`src/hdl/bors_pkg.sv`:
```
// ----------------------------------------------------------------------------
// Bounded ordered region set package
// Shared constants, request and outcome codes, and the cell command type.
// ----------------------------------------------------------------------------
package bors_pkg;

  localparam int MAX_ENTRIES = 16;
  localparam int ID_BITS     = 16;
  localparam int CNT_W       = $clog2(MAX_ENTRIES + 1);

  localparam int REQ_W   = 2;
  localparam int RID_W   = 16;
  localparam int CNTO_W  = 5;
  localparam int OUT_W   = 1 + 3 + CNTO_W;
  localparam int OUT_TDATA_W = ((OUT_W + 7) / 8) * 8;

  typedef enum logic [REQ_W-1:0] {
    REQ_INSERT = 2'd0,
    REQ_REMOVE = 2'd1,
    REQ_QUERY  = 2'd2
  } req_e;

  typedef enum logic [2:0] {
    OUT_ADDED       = 3'd0,
    OUT_PRESENT     = 3'd1,
    OUT_FULL        = 3'd2,
    OUT_INVALID     = 3'd3,
    OUT_REMOVED     = 3'd4,
    OUT_NOT_FOUND   = 3'd5,
    OUT_MEMBER      = 3'd6,
    OUT_NOT_MEMBER  = 3'd7
  } outcome_e;

  typedef enum logic {
    S_IDLE = 1'b0,
    S_EXEC = 1'b1
  } state_e;

  // Command broadcast to every cell of the chain.
  typedef struct packed {
    logic               insert;
    logic               remove;
    logic [ID_BITS-1:0] id;
  } cell_cmd_t;

endpackage

```
`src/hdl/bors_cell.sv`:
```
// ----------------------------------------------------------------------------
// Bounded ordered region set cell
// Holds one entry, compares it with the broadcast id and loads from the
// request or from its upper neighbor.
// ----------------------------------------------------------------------------
module bors_cell
  import bors_pkg::*;
(
  input  logic               clk_i,
  input  logic               rst_ni,
  input  cell_cmd_t          cmd_i,
  input  logic               prev_used_i,
  input  logic [ID_BITS-1:0] next_entry_i,
  input  logic               seen_i,
  output logic [ID_BITS-1:0] entry_o,
  output logic               used_o,
  output logic               hit_o,
  output logic               seen_o
);

  logic [ID_BITS-1:0] entry_q, entry_d;

  // Held ids are nonzero, so an empty slot never counts as a match.
  assign used_o  = (entry_q != '0);
  assign hit_o   = used_o && (entry_q == cmd_i.id);
  assign seen_o  = seen_i | hit_o;
  assign entry_o = entry_q;

  always_comb begin
    entry_d = entry_q;
    if (cmd_i.insert && !used_o && prev_used_i) begin
      entry_d = cmd_i.id;
    end else if (cmd_i.remove && seen_o) begin
      entry_d = next_entry_i;
    end
  end

  always_ff @(posedge clk_i or negedge rst_ni) begin
    if (!rst_ni) begin
      entry_q <= '0;
    end else begin
      entry_q <= entry_d;
    end
  end

endmodule

```
`src/hdl/bounded_ordered_region_set_unit.sv`:
```
// A request is registered while the block is idle, and the cell chain compares
// and shifts in the execute step, where the result is registered.
// No new request is taken until the execute step of the last one has ended;
// the input is ready only in the idle step.
// A stalled result holds the chain in its execute step until it is taken.
// Reset clears every cell and the entry count at once; no clearing pass.
// ----------------------------------------------------------------------------
// Bounded ordered region set unit
// Insertion-ordered set of nonzero ids kept in a chain of cells.
// ----------------------------------------------------------------------------
module bounded_ordered_region_set_unit
  import bors_pkg::*;
(
  input  logic                   clk_i,
  input  logic                   rst_ni,
  input  logic                   s_axis_tvalid,
  output logic                   s_axis_tready,
  input  logic [RID_W-1:0]       s_axis_tdata,  // [15:0] region_id
  input  logic [REQ_W-1:0]       s_axis_tuser,  // [1:0] req_type
  output logic                   m_axis_tvalid,
  input  logic                   m_axis_tready,
  output logic [OUT_TDATA_W-1:0] m_axis_tdata   // [0] ok, [3:1] outcome,
                                                // [8:4] count_after, rest zero
);

  state_e             state_q, state_d;
  logic [REQ_W-1:0]   kind_q;
  logic [ID_BITS-1:0] id_q;
  logic [CNT_W-1:0]   count_q, count_d;

  logic               out_valid_q, out_valid_d;
  logic               ok_q, ok_d;
  outcome_e           outcome_q, outcome_d;
  logic [CNTO_W-1:0]  cnt_out_q, cnt_out_d;

  logic               commit;
  logic               hit_any;
  logic               full;
  logic               do_insert, do_remove;
  cell_cmd_t          cmd;

  logic [ID_BITS-1:0]   entry [MAX_ENTRIES];
  logic [MAX_ENTRIES-1:0] used;
  logic [MAX_ENTRIES-1:0] hit;
  logic [MAX_ENTRIES:0]   seen;

  assign s_axis_tready = (state_q == S_IDLE);
  assign commit        = (state_q == S_EXEC) && (!out_valid_q || m_axis_tready);
  assign hit_any       = |hit;
  assign full          = (count_q == CNT_W'(MAX_ENTRIES));
  assign seen[0]       = 1'b0;

  assign cmd.insert = do_insert;
  assign cmd.remove = do_remove;
  assign cmd.id     = id_q;

  for (genvar i = 0; i < MAX_ENTRIES; i++) begin : g_cell
    logic               prev_used;
    logic [ID_BITS-1:0] next_entry;

    if (i == 0) begin : g_first
      assign prev_used = 1'b1;
    end else begin : g_mid
      assign prev_used = used[i-1];
    end

    if (i == MAX_ENTRIES - 1) begin : g_last
      assign next_entry = '0;
    end else begin : g_body
      assign next_entry = entry[i+1];
    end

    bors_cell u_cell (
      .clk_i        (clk_i),
      .rst_ni       (rst_ni),
      .cmd_i        (cmd),
      .prev_used_i  (prev_used),
      .next_entry_i (next_entry),
      .seen_i       (seen[i]),
      .entry_o      (entry[i]),
      .used_o       (used[i]),
      .hit_o        (hit[i]),
      .seen_o       (seen[i+1])
    );
  end

  // Request decode and result formation in the execute step.
  always_comb begin
    do_insert = 1'b0;
    do_remove = 1'b0;
    ok_d      = ok_q;
    outcome_d = outcome_q;
    count_d   = count_q;
    if (commit) begin
      unique case (kind_q)
        REQ_INSERT: begin
          if (id_q == '0) begin
            ok_d      = 1'b0;
            outcome_d = OUT_INVALID;
          end else if (hit_any) begin
            ok_d      = 1'b1;
            outcome_d = OUT_PRESENT;
          end else if (full) begin
            ok_d      = 1'b0;
            outcome_d = OUT_FULL;
          end else begin
            do_insert = 1'b1;
            ok_d      = 1'b1;
            outcome_d = OUT_ADDED;
            count_d   = count_q + CNT_W'(1);
          end
        end
        REQ_REMOVE: begin
          if (hit_any) begin
            do_remove = 1'b1;
            ok_d      = 1'b1;
            outcome_d = OUT_REMOVED;
            count_d   = count_q - CNT_W'(1);
          end else begin
            ok_d      = 1'b0;
            outcome_d = OUT_NOT_FOUND;
          end
        end
        default: begin
          ok_d      = hit_any;
          outcome_d = hit_any ? OUT_MEMBER : OUT_NOT_MEMBER;
        end
      endcase
    end
    cnt_out_d = commit ? CNTO_W'(count_d) : cnt_out_q;
  end

  always_comb begin
    state_d     = state_q;
    out_valid_d = out_valid_q;
    if (out_valid_q && m_axis_tready) begin
      out_valid_d = 1'b0;
    end
    unique case (state_q)
      S_IDLE: begin
        if (s_axis_tvalid) begin
          state_d = S_EXEC;
        end
      end
      S_EXEC: begin
        if (commit) begin
          state_d     = S_IDLE;
          out_valid_d = 1'b1;
        end
      end
      default: state_d = S_IDLE;
    endcase
  end

  always_ff @(posedge clk_i or negedge rst_ni) begin
    if (!rst_ni) begin
      state_q     <= S_IDLE;
      count_q     <= '0;
      out_valid_q <= 1'b0;
    end else begin
      state_q     <= state_d;
      count_q     <= count_d;
      out_valid_q <= out_valid_d;
    end
  end

  always_ff @(posedge clk_i) begin
    if (s_axis_tvalid && s_axis_tready) begin
      kind_q <= s_axis_tuser;
      id_q   <= ID_BITS'(s_axis_tdata);
    end
    ok_q      <= ok_d;
    outcome_q <= outcome_d;
    cnt_out_q <= cnt_out_d;
  end

  assign m_axis_tvalid = out_valid_q;
  assign m_axis_tdata  = OUT_TDATA_W'({cnt_out_q, outcome_q, ok_q});

endmodule

```
`config.mk`:
```
export PLATFORM = sky130hd
export DESIGN_NAME = bounded_ordered_region_set_unit
export DESIGN_NICKNAME = d
export VERILOG_FILES = /design/src/hdl/bors_pkg.sv /design/src/hdl/bors_cell.sv /design/src/hdl/bounded_ordered_region_set_unit.sv
export SDC_FILE = /design/constraint.sdc
export NUM_CORES = 1
export LEC_CHECK = 0
export BUFFER_PORTS_ARGS = -buffer_cell sky130_fd_sc_hd__buf_2
export CAP_MARGIN = 20
export CORE_MARGIN = 2
export CORE_UTILIZATION = 50
export DETAILED_ROUTE_END_ITERATION = 8
export PLACE_DENSITY_LB_ADDON = 0.15
export SLEW_MARGIN = 0
export SYNTH_ARGS = -nofsm -noshare
export SYNTH_HDL_FRONTEND = slang
export SYNTH_SLANG_ARGS = --single-unit
```
`constraint.sdc`:
```
create_clock -name clk_i -period 9.22 [get_ports clk_i]
set_input_delay 0.461 -clock clk_i [delete_from_list [all_inputs] [get_ports clk_i]]
set_output_delay 0.461 -clock clk_i [all_outputs]
set_load 0.005 [all_outputs]
```
==> results of run 1 <==
==> metrics by stage <==
| step | hold slack [ns] | setup WS [ns] | instance area [µm²] | instances | power, mW |
|---|---|---|---|---|---|
| floorplan | 0.165 | 6.13 | 16900 | 1606 | 3.70 |
| CTS | 0.102 | 4.48 | 18300 | 2048 | 5.67 |
| global placement | 0.488 | 4.52 | 17200 | 1985 | 4.24 |
| finish | 0.0509 | 4.39 | 18400 | 2055 | 5.68 |
| detailed placement | 0.490 | 4.50 | 17200 | 1985 | 4.28 |
| global route | 0.105 | 4.09 | 18400 | 2055 | 6.00 |
==> registers in the layout, indices dropped and copies added (netlist names) <==
register / count
cnt_out_q: 5
count_q: 5
g_cell.u_cell.entry_o: 256
id_q: 16
kind_q: 2
m_axis_tvalid: 1
ok_q: 1
outcome_q: 3
state_q: 1
==> worst max-delay path, cell delays in order, from the launching register on <==
cell and delay, ns:
edfxtp_1 0.96, buf_4 0.43, xor2_1 0.13, or4_1 0.53, nor4_1 0.25, nor3_1 0.15
nand3_1 0.30, or3_1 0.78, nand3_2 0.69, mux2_2 0.48
==> logic make-up (layout without fill, tap and decap cells) <==
family / count (synthesis) / count (layout) / share of synthesized area, %
AO/OA/AOI/OAI: 235 / 235 / 12.8
XOR/XNOR: 260 / 260 / 13.5
adder cells (fa/ha/maj): 2 / 2 / 0.148
buffers and inverters: 170 / 171 / 5.11
flip-flops: 290 / 290 / 43.9
multiplexers: 81 / 81 / 5.50
other: 1 / 7 / 0.0222
AND/OR/NAND/NOR: 561 / 561 / 19.0
==> power breakdown <==
part / internal, mW / switching [mW] / total, mW
registers: 1.77 / 0.678 / 2.44
logic: 0.957 / 0.915 / 1.87
clock network: 0.823 / 0.540 / 1.36
==> layout by cell type (no fill, tap or decap), types with 4 or more instances in the layout <==
master and count:
o21ai_1 4, a22o_1 17, nor2b_1 146, clkinv_2 4
nor4_1 111, and3_1 9, o2bb2ai_1 17, nor2_1 72
mux2_4 20, nand4_1 56, dfrtp_1 263, edfxtp_1 27
a221o_1 163, xnor2_1 115, clkbuf_1 10, mux2i_1 48
buf_8 4, nand2b_1 5, nor3b_1 5, conb_1 7
buf_2 31, clkbuf_16 37, mux2_2 13, or4_1 8
and4_1 7, o21ai_0 14, nor3_2 5, inv_1 36
nand3_1 12, buf_4 36, xor2_1 145, a21oi_2 5
clkbuf_8 11, nand2_1 86, nor3_1 10, or3_1 6
==> final cells by class <==
class / count / area [µm²]
Sequential cell: 290 / 7390
Clock inverter: 5 / 27.5
Multi-Input combinational cell: 1146 / 8680
Timing Repair Buffer: 72 / 497
Fill cell: 2966 / 15000
Clock buffer: 58 / 1110
Tap cell: 448 / 561
Inverter: 36 / 135
==> path summary, 6_finish.rpt <==
check	startpoint	to
worst max-delay path	id_q[1]	g_cell[13].u_cell.entry_o[2]
min in group clk_i	s_axis_tdata[8]	id_q[8]
max in group asynchronous	rst_ni	g_cell[12].u_cell.entry_o[9]
worst min register to register	m_axis_tvalid	m_axis_tvalid
worst min-delay path	rst_ni	g_cell[2].u_cell.entry_o[3]
worst max register to register	id_q[1]	g_cell[13].u_cell.entry_o[2]
==> routing by layer <==
layer	routed length (µm)	vias to the layer above
met5	0	-
met4	1130	0
met3	3050	98
met2	22100	498
met1	22700	6559
li1	-	5835
==> metrics.log, run 1 <==
[metrics] Hold Fails Final Rpt: 0
[metrics] post-cts repair resize count: 0
[metrics] cell at the root of the clock tree: clkbuf_16
[metrics] portion of synthesized cell area occupied by the leading cell type: 39.0%
[metrics] final estimated routing congestion in global placement: 0.860
[metrics] worst ir drop on vdd: between 0.0001 and 0.00015 V
[metrics] initial core utilization: 50.5%
[metrics] kind of path behind the tightest hold check: input pin to async pin
[metrics] leakage dissipation: 8.18 nW
[metrics] boundary pin count: 40
[metrics] number of synthesized register bits: 290
[metrics] drt initial violations: around 1100
[metrics] Pwr per Cell Area: 309 nW/µm²
[metrics] count of hold-fix buffers inserted at cts: 0
[metrics] final worst clock skew: ~0.025 ns
[metrics] status: finished, final reports clean
[metrics] fin crit period: around 4.8 ns
[metrics] share of layout cells above drive strength 1: between 10 and 15%
[metrics] setup repair bufs after CTS: 0
[metrics] global routing met2 resource utilization: 42.9%
[metrics] count of pins over their slew limit: 0
[metrics] fin nets: 1605
[metrics] Syn-to-layout area delta: 9.19%
[metrics] TritonCTS clock tree: yes
[metrics] vias per cell: 6.32
[metrics] CP Capture Type: flop
[metrics] level count of the clock H-tree: 2
[metrics] total routed wirelength: 48.9 mm
[metrics] diode insertion count for antenna repair: 0
[metrics] post-layout utilization of the core: 55.2%
[metrics] global routing met3 resource utilization: 3.52%
[metrics] setup violation total in the final timing report: 0
[metrics] antenna-violating nets left: 0
[metrics] die area: 35200 µm²
[metrics] global routing's busiest layer: met2
[metrics] number of synthesized flops with an enable pin: 27
[metrics] leading post-synthesis cells by cell area: dfrtp_1 (39%), a221o_1 (9.7%), xor2_1 (7.5%), xnor2_1 (6.0%), nor2b_1 (5.4%)
[metrics] maximum number of buffers from clock root to sink: 3
[metrics] sequential share of the synthesized area: 43.9%
[metrics] number of instances in the synthesized netlist: 1600
[metrics] Num Clock Sinks: between 200 and 300
[metrics] Syn. warnings: 0
[metrics] Yosys top cell by area: dfrtp_1
[metrics] launching element type of the critical path: flop
[metrics] total global routing track utilization: 27.7%
[metrics] arrival time of the worst setup path: 5.22 ns
[metrics] Synth Cell Area: 16900 µm²
[metrics] CP Class: flop to flop
[metrics] number of cells on the worst reg-to-reg path: 9
[metrics] antenna violations before repair: 0
[metrics] number of buffer cells added on primary ports: 32
[metrics] Crit Path Max Fanout: 17
[metrics] detail-routed net length per standard cell: 23.8 µm
[metrics] distinct cell type count of the synthesized netlist: 57
[metrics] register-to-register setup slack: 4.39 ns
[metrics] CP Data Required Time: 9.62 ns
[metrics] DR pass1 iterations: 5
[metrics] site row count: 67
[metrics] total global routing overflow: 0
[metrics] post-CTS clock slew at the launch and capture registers of the worst setup and hold paths: 0.06 ns
[metrics] first-pass GRT wire length: between 70 and 80 mm
[metrics] primary flip-flop cell chosen by synthesis mapping: dfrtp_1
[metrics] number of buffers created by CTS: 35
[metrics] average footprint of a synthesized cell: 10.5 µm²
[metrics] die boundary height: 188 µm
[metrics] HPWL Detailed: 30.6 mm
[metrics] final critical-path share of the clock period: 52.3%
[metrics] number of remaining DRC errors: 0
[metrics] met1 layer usage reported by global route: 40.8%
[metrics] via count of the first global-routing pass: 12717
[metrics] via count: roughly 13000
[metrics] normalized max-slew margin: between 20% and 30%
[metrics] fraction of synthesis flops using an asynchronous set or reset pin: 90.7%
[metrics] setup repair after global routing missed its margin: no
[metrics] most common cell in the synthesized netlist: dfrtp_1
[metrics] Worst-Skew Late Latency: 0.52 ns
[metrics] Synth top cells by count: dfrtp_1 (263), a221o_1 (163), nor2b_1 (146)
[metrics] area of the core: 33400 µm²
[metrics] pin count of the biggest net entering global routing: 126
[metrics] Max Cap Viol: 0
[metrics] maximum operating frequency: 207 MHz
[metrics] Total Negative Setup Slacks: 0 ns
[metrics] Least-Margin Pin Slew: 1.12 ns
[metrics] die width: 188 µm
Power figures use the tool's default switching activity.
==> run 2, diff against run 1 <==
==> constraint.sdc (replaced) <==
create_clock -name clk_i -period 5 [get_ports clk_i]
set_input_delay 0.25 -clock clk_i [delete_from_list [all_inputs] [get_ports clk_i]]
set_output_delay 0.25 -clock clk_i [all_outputs]
set_load 0.005 [all_outputs]
==> run 2 against run 1 <==
Against the previous run:
- sequential share of layout area fell by 1.1 points
- critical endpoint is now g_cell[7].u_cell.entry_o[4]
- count of clock-buffer cells in the layout down 4
- combinational power increased by 88%
- worst hold slack gained 0.23 ns
==> metrics.log, run 2 (synthesis gave the netlist of run 1 again) <==
[metrics] status: finished, final reports clean
[metrics] via count of the first global-routing pass: 13104
[metrics] total global routing overflow: 0
[metrics] diode insertion count for antenna repair: 0
[metrics] final estimated routing congestion in global placement: 0.848
[metrics] site row count: 67
[metrics] final critical-path share of the clock period: ~87%
[metrics] CP Capture Type: flop
[metrics] DR pass1 iterations: 5
[metrics] fin crit period: 4.35 ns
[metrics] leakage dissipation: 8.42 nW
[metrics] count of hold-fix buffers inserted at cts: 21
[metrics] global routing met2 resource utilization: 42.5%
[metrics] final worst clock skew: 0.0185 ns
[metrics] global routing's busiest layer: met1
[metrics] met1 layer usage reported by global route: between 40% and 50%
[metrics] register-to-register setup slack: between 0.6 and 0.7 ns
[metrics] die width: 188 µm
[metrics] Crit Path Max Fanout: 18
[metrics] setup repair after global routing missed its margin: no
[metrics] normalized max-slew margin: 25.6%
[metrics] cells along the critical path: buf_12 -> xnor2_1 -> nand4_1 -> nor2_1 -> a22o_1 -> nor4_4 -> nand3_4 -> or2_1 -> nor3b_2 -> a221o_1
[metrics] CP Class: flop to flop
[metrics] area of the core: 33400 µm²
[metrics] share of layout cells above drive strength 1: between 10% and 20%
[metrics] setup repair bufs after CTS: 0
[metrics] top library cells by usage in the layout, fill and taps aside: dfrtp_1 (263), a221o_1 (163), nor2b_1 (146), xor2_1 (145), xnor2_1 (115)
[metrics] Least-Margin Pin Slew: 1.11 ns
[metrics] post-layout utilization of the core: 56.7%
[metrics] maximum number of buffers from clock root to sink: 3
[metrics] Syn-to-layout area delta: 12.3%
[metrics] pin count of the biggest net entering global routing: 102
[metrics] boundary pin count: 40
[metrics] HPWL Detailed: ~31 mm
[metrics] slowest cell delay on critical path: 1.04 ns
[metrics] initial core utilization: 50.5%
[metrics] number of remaining DRC errors: 0
[metrics] launching element type of the critical path: flop
[metrics] kind of path behind the tightest hold check: input pin to async pin
[metrics] arrival time of the worst setup path: 4.79 ns
[metrics] maximum operating frequency: 230 MHz
[metrics] TritonCTS clock tree: yes
[metrics] count of pins over their slew limit: 0
[metrics] setup violation total in the final timing report: 0
[metrics] die area: 35200 µm²
[metrics] Pwr per Cell Area: 561 nW/µm²
[metrics] Max Cap Viol: 0
[metrics] number of cells on the worst reg-to-reg path: 10
[metrics] most common library cell in the layout ignoring fill and taps: dfrtp_1
[metrics] die boundary height: roughly 190 µm
[metrics] CP Data Required Time: between 5 and 6 ns
[metrics] worst-case setup slack after placement: 0.736 ns
[metrics] origin of the critical flop-to-flop path: id_q[4]
[metrics] first-pass GRT wire length: 78.9 mm
[metrics] antenna violations before repair: 0
[metrics] worst ir drop on vdd: 0.000251 V
[metrics] Filler Cell Count: between 2000 and 3000
[metrics] via count: 13237
[metrics] detail-routed net length per standard cell: 23.9 µm
[metrics] post-cts repair resize count: 0
[metrics] area used by multi-input combinational logic: between 8000 and 9000 µm²
[metrics] number of buffer cells added on primary ports: 32
[metrics] worst reg2reg path endpoint: g_cell[7].u_cell.entry_o[4]
[metrics] fin nets: 1645
[metrics] level count of the clock H-tree: 2
[metrics] vias per cell: 6.32
[metrics] post-CTS clock slew at the launch and capture registers of the worst setup and hold paths: about 0.06 ns
[metrics] power after layout: between 10 and 15 mW
[metrics] global routing met3 resource utilization: 4.57%
[metrics] flip-flop count of the largest register after layout: 256
[metrics] number of buffers created by CTS: 35
[metrics] Final WS setup: about 0.65 ns
[metrics] cell at the root of the clock tree: clkbuf_16
[metrics] Worst-Skew Late Latency: 0.52 ns
[metrics] Hold Fails Final Rpt: 0
[metrics] Total Negative Setup Slacks: 0 ns
[metrics] total routed wirelength: 49.9 mm
[metrics] Num Clock Sinks: 290
[metrics] total global routing track utilization: 28.5%
[metrics] antenna-violating nets left: 0
[metrics] drt initial violations: roughly 1200
[metrics] FF/Latch Area: approximately 7400 µm²
[metrics] critical-path cell with the highest stage delay: edfxtp_1
run 2: changes by cell type in the layout (fill, tap and decap cells not counted), moves of 2 or more:
| cell | previous run | this run |
|---|---|---|
| buf_8 | 4 | 2 |
| bufinv_16 | 0 | 2 |
| buf_6 | 1 | 5 |
| buf_12 | 0 | 13 |
| clkbuf_8 | 11 | 7 |
| buf_4 | 36 | 40 |
| dlygate4sd3_1 | 0 | 21 |
run 2: layout make-up:
type	count	share of cell area, %
multi-input cells	1146	45.8
flip-flops and latches	290	39.1
clock buffers	54	5.60
repair buffers	112	5.35
well taps	448	2.96
inverters	36	0.714
clock inverters	7	0.496
run 2: how the worst max path moves through the flow:
stage | to | start | slack (ns)
final | g_cell[7].u_cell.entry_o[4] | id_q[4] | 0.65
after global routing | g_cell[4].u_cell.entry_o[1] | id_q[4] | 0.47
after CTS | g_cell[9].u_cell.entry_o[9] | id_q[4] | 0.67
after detailed placement | g_cell[9].u_cell.entry_o[9] | id_q[4] | 0.74
after global placement | g_cell[14].u_cell.entry_o[15] | id_q[12] | 0.78
after floorplan | g_cell[13].u_cell.entry_o[10] | g_cell[7].u_cell.entry_o[10] | 1.91
run 2: power breakdown:
group          internal (mW)  switching, mW
Combinational           1.83           1.68
Sequential              3.26           1.28
Clock                   1.56          0.998
Total                   6.65           3.96
run 2: worst max-delay path, delay by kind of cell (launching register included):
family / cells / cell delay (ns)
and+or+nand+nor: 6 / 2.31
DFF: 1 / 1.04
AOI/OAI and AO/OA: 2 / 0.52
buffers and inverters: 1 / 0.28
xor gates and xnor gates: 1 / 0.10
run 2: metrics by stage:
step | cells | hold WS (ns) | cell area (µm²)
detailed placement | 2004 | 0.234 | 17500
global route | 2093 | 0.330 | 18900
global placement | 2003 | 0.239 | 17500
CTS | 2086 | 0.282 | 18800
floorplan | 1606 | -0.0456 | 16900
finish | 2093 | 0.282 | 18900
run 2: routing by layer:
layer  vias up  share of wire, %
met2       562                44
met1      6681                47
met4         0               2.6
li1       5908                 -
met5         -                 0
met3        86               7.1
==> run 3, diff against run 2 <==
--- a/config.mk
+++ b/config.mk
@@ -9,6 +9,7 @@
 export CAP_MARGIN = 20
 export CORE_MARGIN = 2
 export CORE_UTILIZATION = 50
+export CTS_BUF_LIST = sky130_fd_sc_hd__clkbuf_16
 export DETAILED_ROUTE_END_ITERATION = 8
 export PLACE_DENSITY_LB_ADDON = 0.15
 export SLEW_MARGIN = 0
==> run 3 against run 2 <==
Against the previous run:
- combinational power about the same
- utilization fell by 0.21 points
- final cell count stayed put
- worst hold slack hardly changed
- maximum frequency up 0.37%
- first-iteration DRC count up 9.6%
- power decreased by 1.1%
- critical path depth is the same
- critical path type unchanged
- critical endpoint unchanged
==> metrics.log, run 3 (synthesis gave the netlist of run 1 again) <==
[metrics] status: finished, final reports clean
[metrics] Hold Fails Final Rpt: 0
[metrics] count of pins over their slew limit: 0
[metrics] Syn-to-layout area delta: 11.8%
[metrics] Filler Cell Count: 2892
[metrics] post-cts repair resize count: 0
[metrics] post-layout utilization of the core: between 50 and 60%
[metrics] first-pass GRT wire length: between 70 and 80 mm
[metrics] Worst-Skew Late Latency: between 0.5 and 0.6 ns
[metrics] CP Data Required Time: 5.44 ns
[metrics] final estimated routing congestion in global placement: 0.848
[metrics] launching element type of the critical path: flop
[metrics] Least-Margin Pin Slew: approximately 1.1 ns
[metrics] level count of the clock H-tree: 2
[metrics] Num Clock Sinks: 290
[metrics] Total Negative Setup Slacks: 0 ns
[metrics] Crit Path Max Fanout: 18
[metrics] DR pass1 iterations: 5
[metrics] number of buffers created by CTS: 35
[metrics] site row count: 67
[metrics] fin crit period: 4.34 ns
[metrics] count of hold-fix buffers inserted at cts: 21
[metrics] cells along the critical path: buf_12 -> xnor2_1 -> nand4_1 -> nor2_1 -> a22o_1 -> nor4_4 -> nand3_4 -> or2_1 -> nor3b_2 -> a221o_1
[metrics] post-CTS clock slew at the launch and capture registers of the worst setup and hold paths: 0.06 ns
[metrics] boundary pin count: 40
[metrics] TritonCTS clock tree: yes
[metrics] CP Capture Type: flop
[metrics] setup violation total in the final timing report: 0
[metrics] initial core utilization: 50.5%
[metrics] origin of the critical flop-to-flop path: id_q[4]
[metrics] slowest cell delay on critical path: 1.05 ns
[metrics] number of buffer cells added on primary ports: 32
[metrics] worst reg2reg path endpoint: g_cell[7].u_cell.entry_o[4]
[metrics] die boundary height: 188 µm
[metrics] instance area at placement: 17500 µm²
[metrics] share of layout cells above drive strength 1: 11.9%
[metrics] diode insertion count for antenna repair: 0
[metrics] global routing's busiest layer: met1
[metrics] leakage dissipation: 8.42 nW
[metrics] maximum operating frequency: 231 MHz
[metrics] setup repair bufs after CTS: 0
[metrics] Pwr per Cell Area: approximately 560 nW/µm²
[metrics] pin count of the biggest net entering global routing: between 100 and 150
[metrics] CP Class: flop to flop
[metrics] total routed wirelength: 50.0 mm
[metrics] global routing met3 resource utilization: 4.64%
[metrics] drt initial violations: 1320
[metrics] total global routing overflow: 0
[metrics] crit path from: id_q[4]
[metrics] final critical-path share of the clock period: between 80% and 90%
[metrics] register-to-register setup slack: 0.66 ns
[metrics] end point of the critical path: g_cell[7].u_cell.entry_o[4]
[metrics] power after layout: roughly 10 mW
[metrics] setup repair after global routing missed its margin: no
[metrics] top library cells by usage in the layout, fill and taps aside: dfrtp_1 (263), a221o_1 (163), nor2b_1 (146), xor2_1 (145), xnor2_1 (115)
[metrics] number of standard cells in the layout, taps in and fillers out: between 2000 and 2500
[metrics] antenna violations before repair: 0
[metrics] HPWL Detailed: roughly 31 mm
[metrics] antenna-violating nets left: 0
[metrics] most common library cell in the layout ignoring fill and taps: dfrtp_1
[metrics] vias per cell: 6.31
[metrics] arrival time of the worst setup path: 4.78 ns
[metrics] via count of the first global-routing pass: 13084
[metrics] met1 layer usage reported by global route: 42.7%
[metrics] cell at the root of the clock tree: clkbuf_16
[metrics] Max Cap Viol: 0
[metrics] maximum number of buffers from clock root to sink: 3
[metrics] die area: around 35000 µm²
[metrics] design area: roughly 19000 µm²
[metrics] total global routing track utilization: approximately 28%
[metrics] via count: 13212
[metrics] number of cells on the worst reg-to-reg path: 10
[metrics] flip-flop count of the largest register after layout: 256
[metrics] critical-path cell with the highest stage delay: edfxtp_1
[metrics] kind of path behind the tightest hold check: input pin to async pin
[metrics] detail-routed net length per standard cell: 23.9 µm
[metrics] worst ir drop on vdd: roughly 0.00025 V
[metrics] number of remaining DRC errors: 0
[metrics] global routing met2 resource utilization: 42.5%
[metrics] fin nets: 1645
[metrics] final worst clock skew: 0.0175 ns
[metrics] die width: 188 µm
[metrics] area of the core: 33400 µm²
[metrics] normalized max-slew margin: 26.7%
[metrics] placed cell count: 2004
## run 3: cell count changes in the layout (fill, tap and decap cells not counted), sizes merged
cell / before / now
inv: 37 / 47
clkinv: 3 / 10
clkbuf: 54 / 37
## run 3: through the flow
stage	worst slack (ns)	hold slack, ns
after floorplan	1.91	-0.0456
after global placement	0.782	0.239
after detailed placement	0.736	0.234
after CTS	0.670	0.283
after global routing	0.472	0.331
final	0.664	0.281
## run 3: critical path: cells and delay by family (launching register included)
kind                      cells  cell delay (ns)
and+or+nand+nor               6             2.29
DFF                           1             1.05
AOI/OAI and AO/OA             2             0.52
buffers and inverters         1             0.28
xor gates and xnor gates      1             0.09
## run 3: layout make-up
class	instances	area (µm²)	area share, %
Tap cell	448	561	2.97
Timing Repair Buffer	112	1010	5.37
Inverter	36	135	0.717
Clock buffer	37	926	4.91
Multi-Input combinational cell	1146	8670	46.0
Clock inverter	24	158	0.836
Sequential cell	290	7390	39.2
## run 3: worst min-delay path by stage
stage / from / to / slack [ns] / cells past startpoint
4_1_cts: rst_ni / g_cell[3].u_cell.entry_o[1] / 0.28 / 2
3_3_place_gp: rst_ni / g_cell[3].u_cell.entry_o[1] / 0.24 / 1
6_report: rst_ni / g_cell[3].u_cell.entry_o[0] / 0.28 / 2
2_1_floorplan: rst_ni / count_q[0] / -0.05 / 0
3_5_place_dp: rst_ni / g_cell[3].u_cell.entry_o[1] / 0.23 / 1
5_1_grt: rst_ni / g_cell[3].u_cell.entry_o[0] / 0.33 / 2
## run 3: power breakdown
part           internal (mW)  leakage (nW)  switching [mW]
Combinational           1.83          4.13            1.69
Sequential              3.26          3.72            1.28
Clock                   1.43         0.566            1.00
## run 3: metal layers
metal	vias to the layer above	routed length [µm]
met2	485	21900
met3	84	3280
met5	-	0
li1	5899	-
met1	6744	23700
met4	0	1170
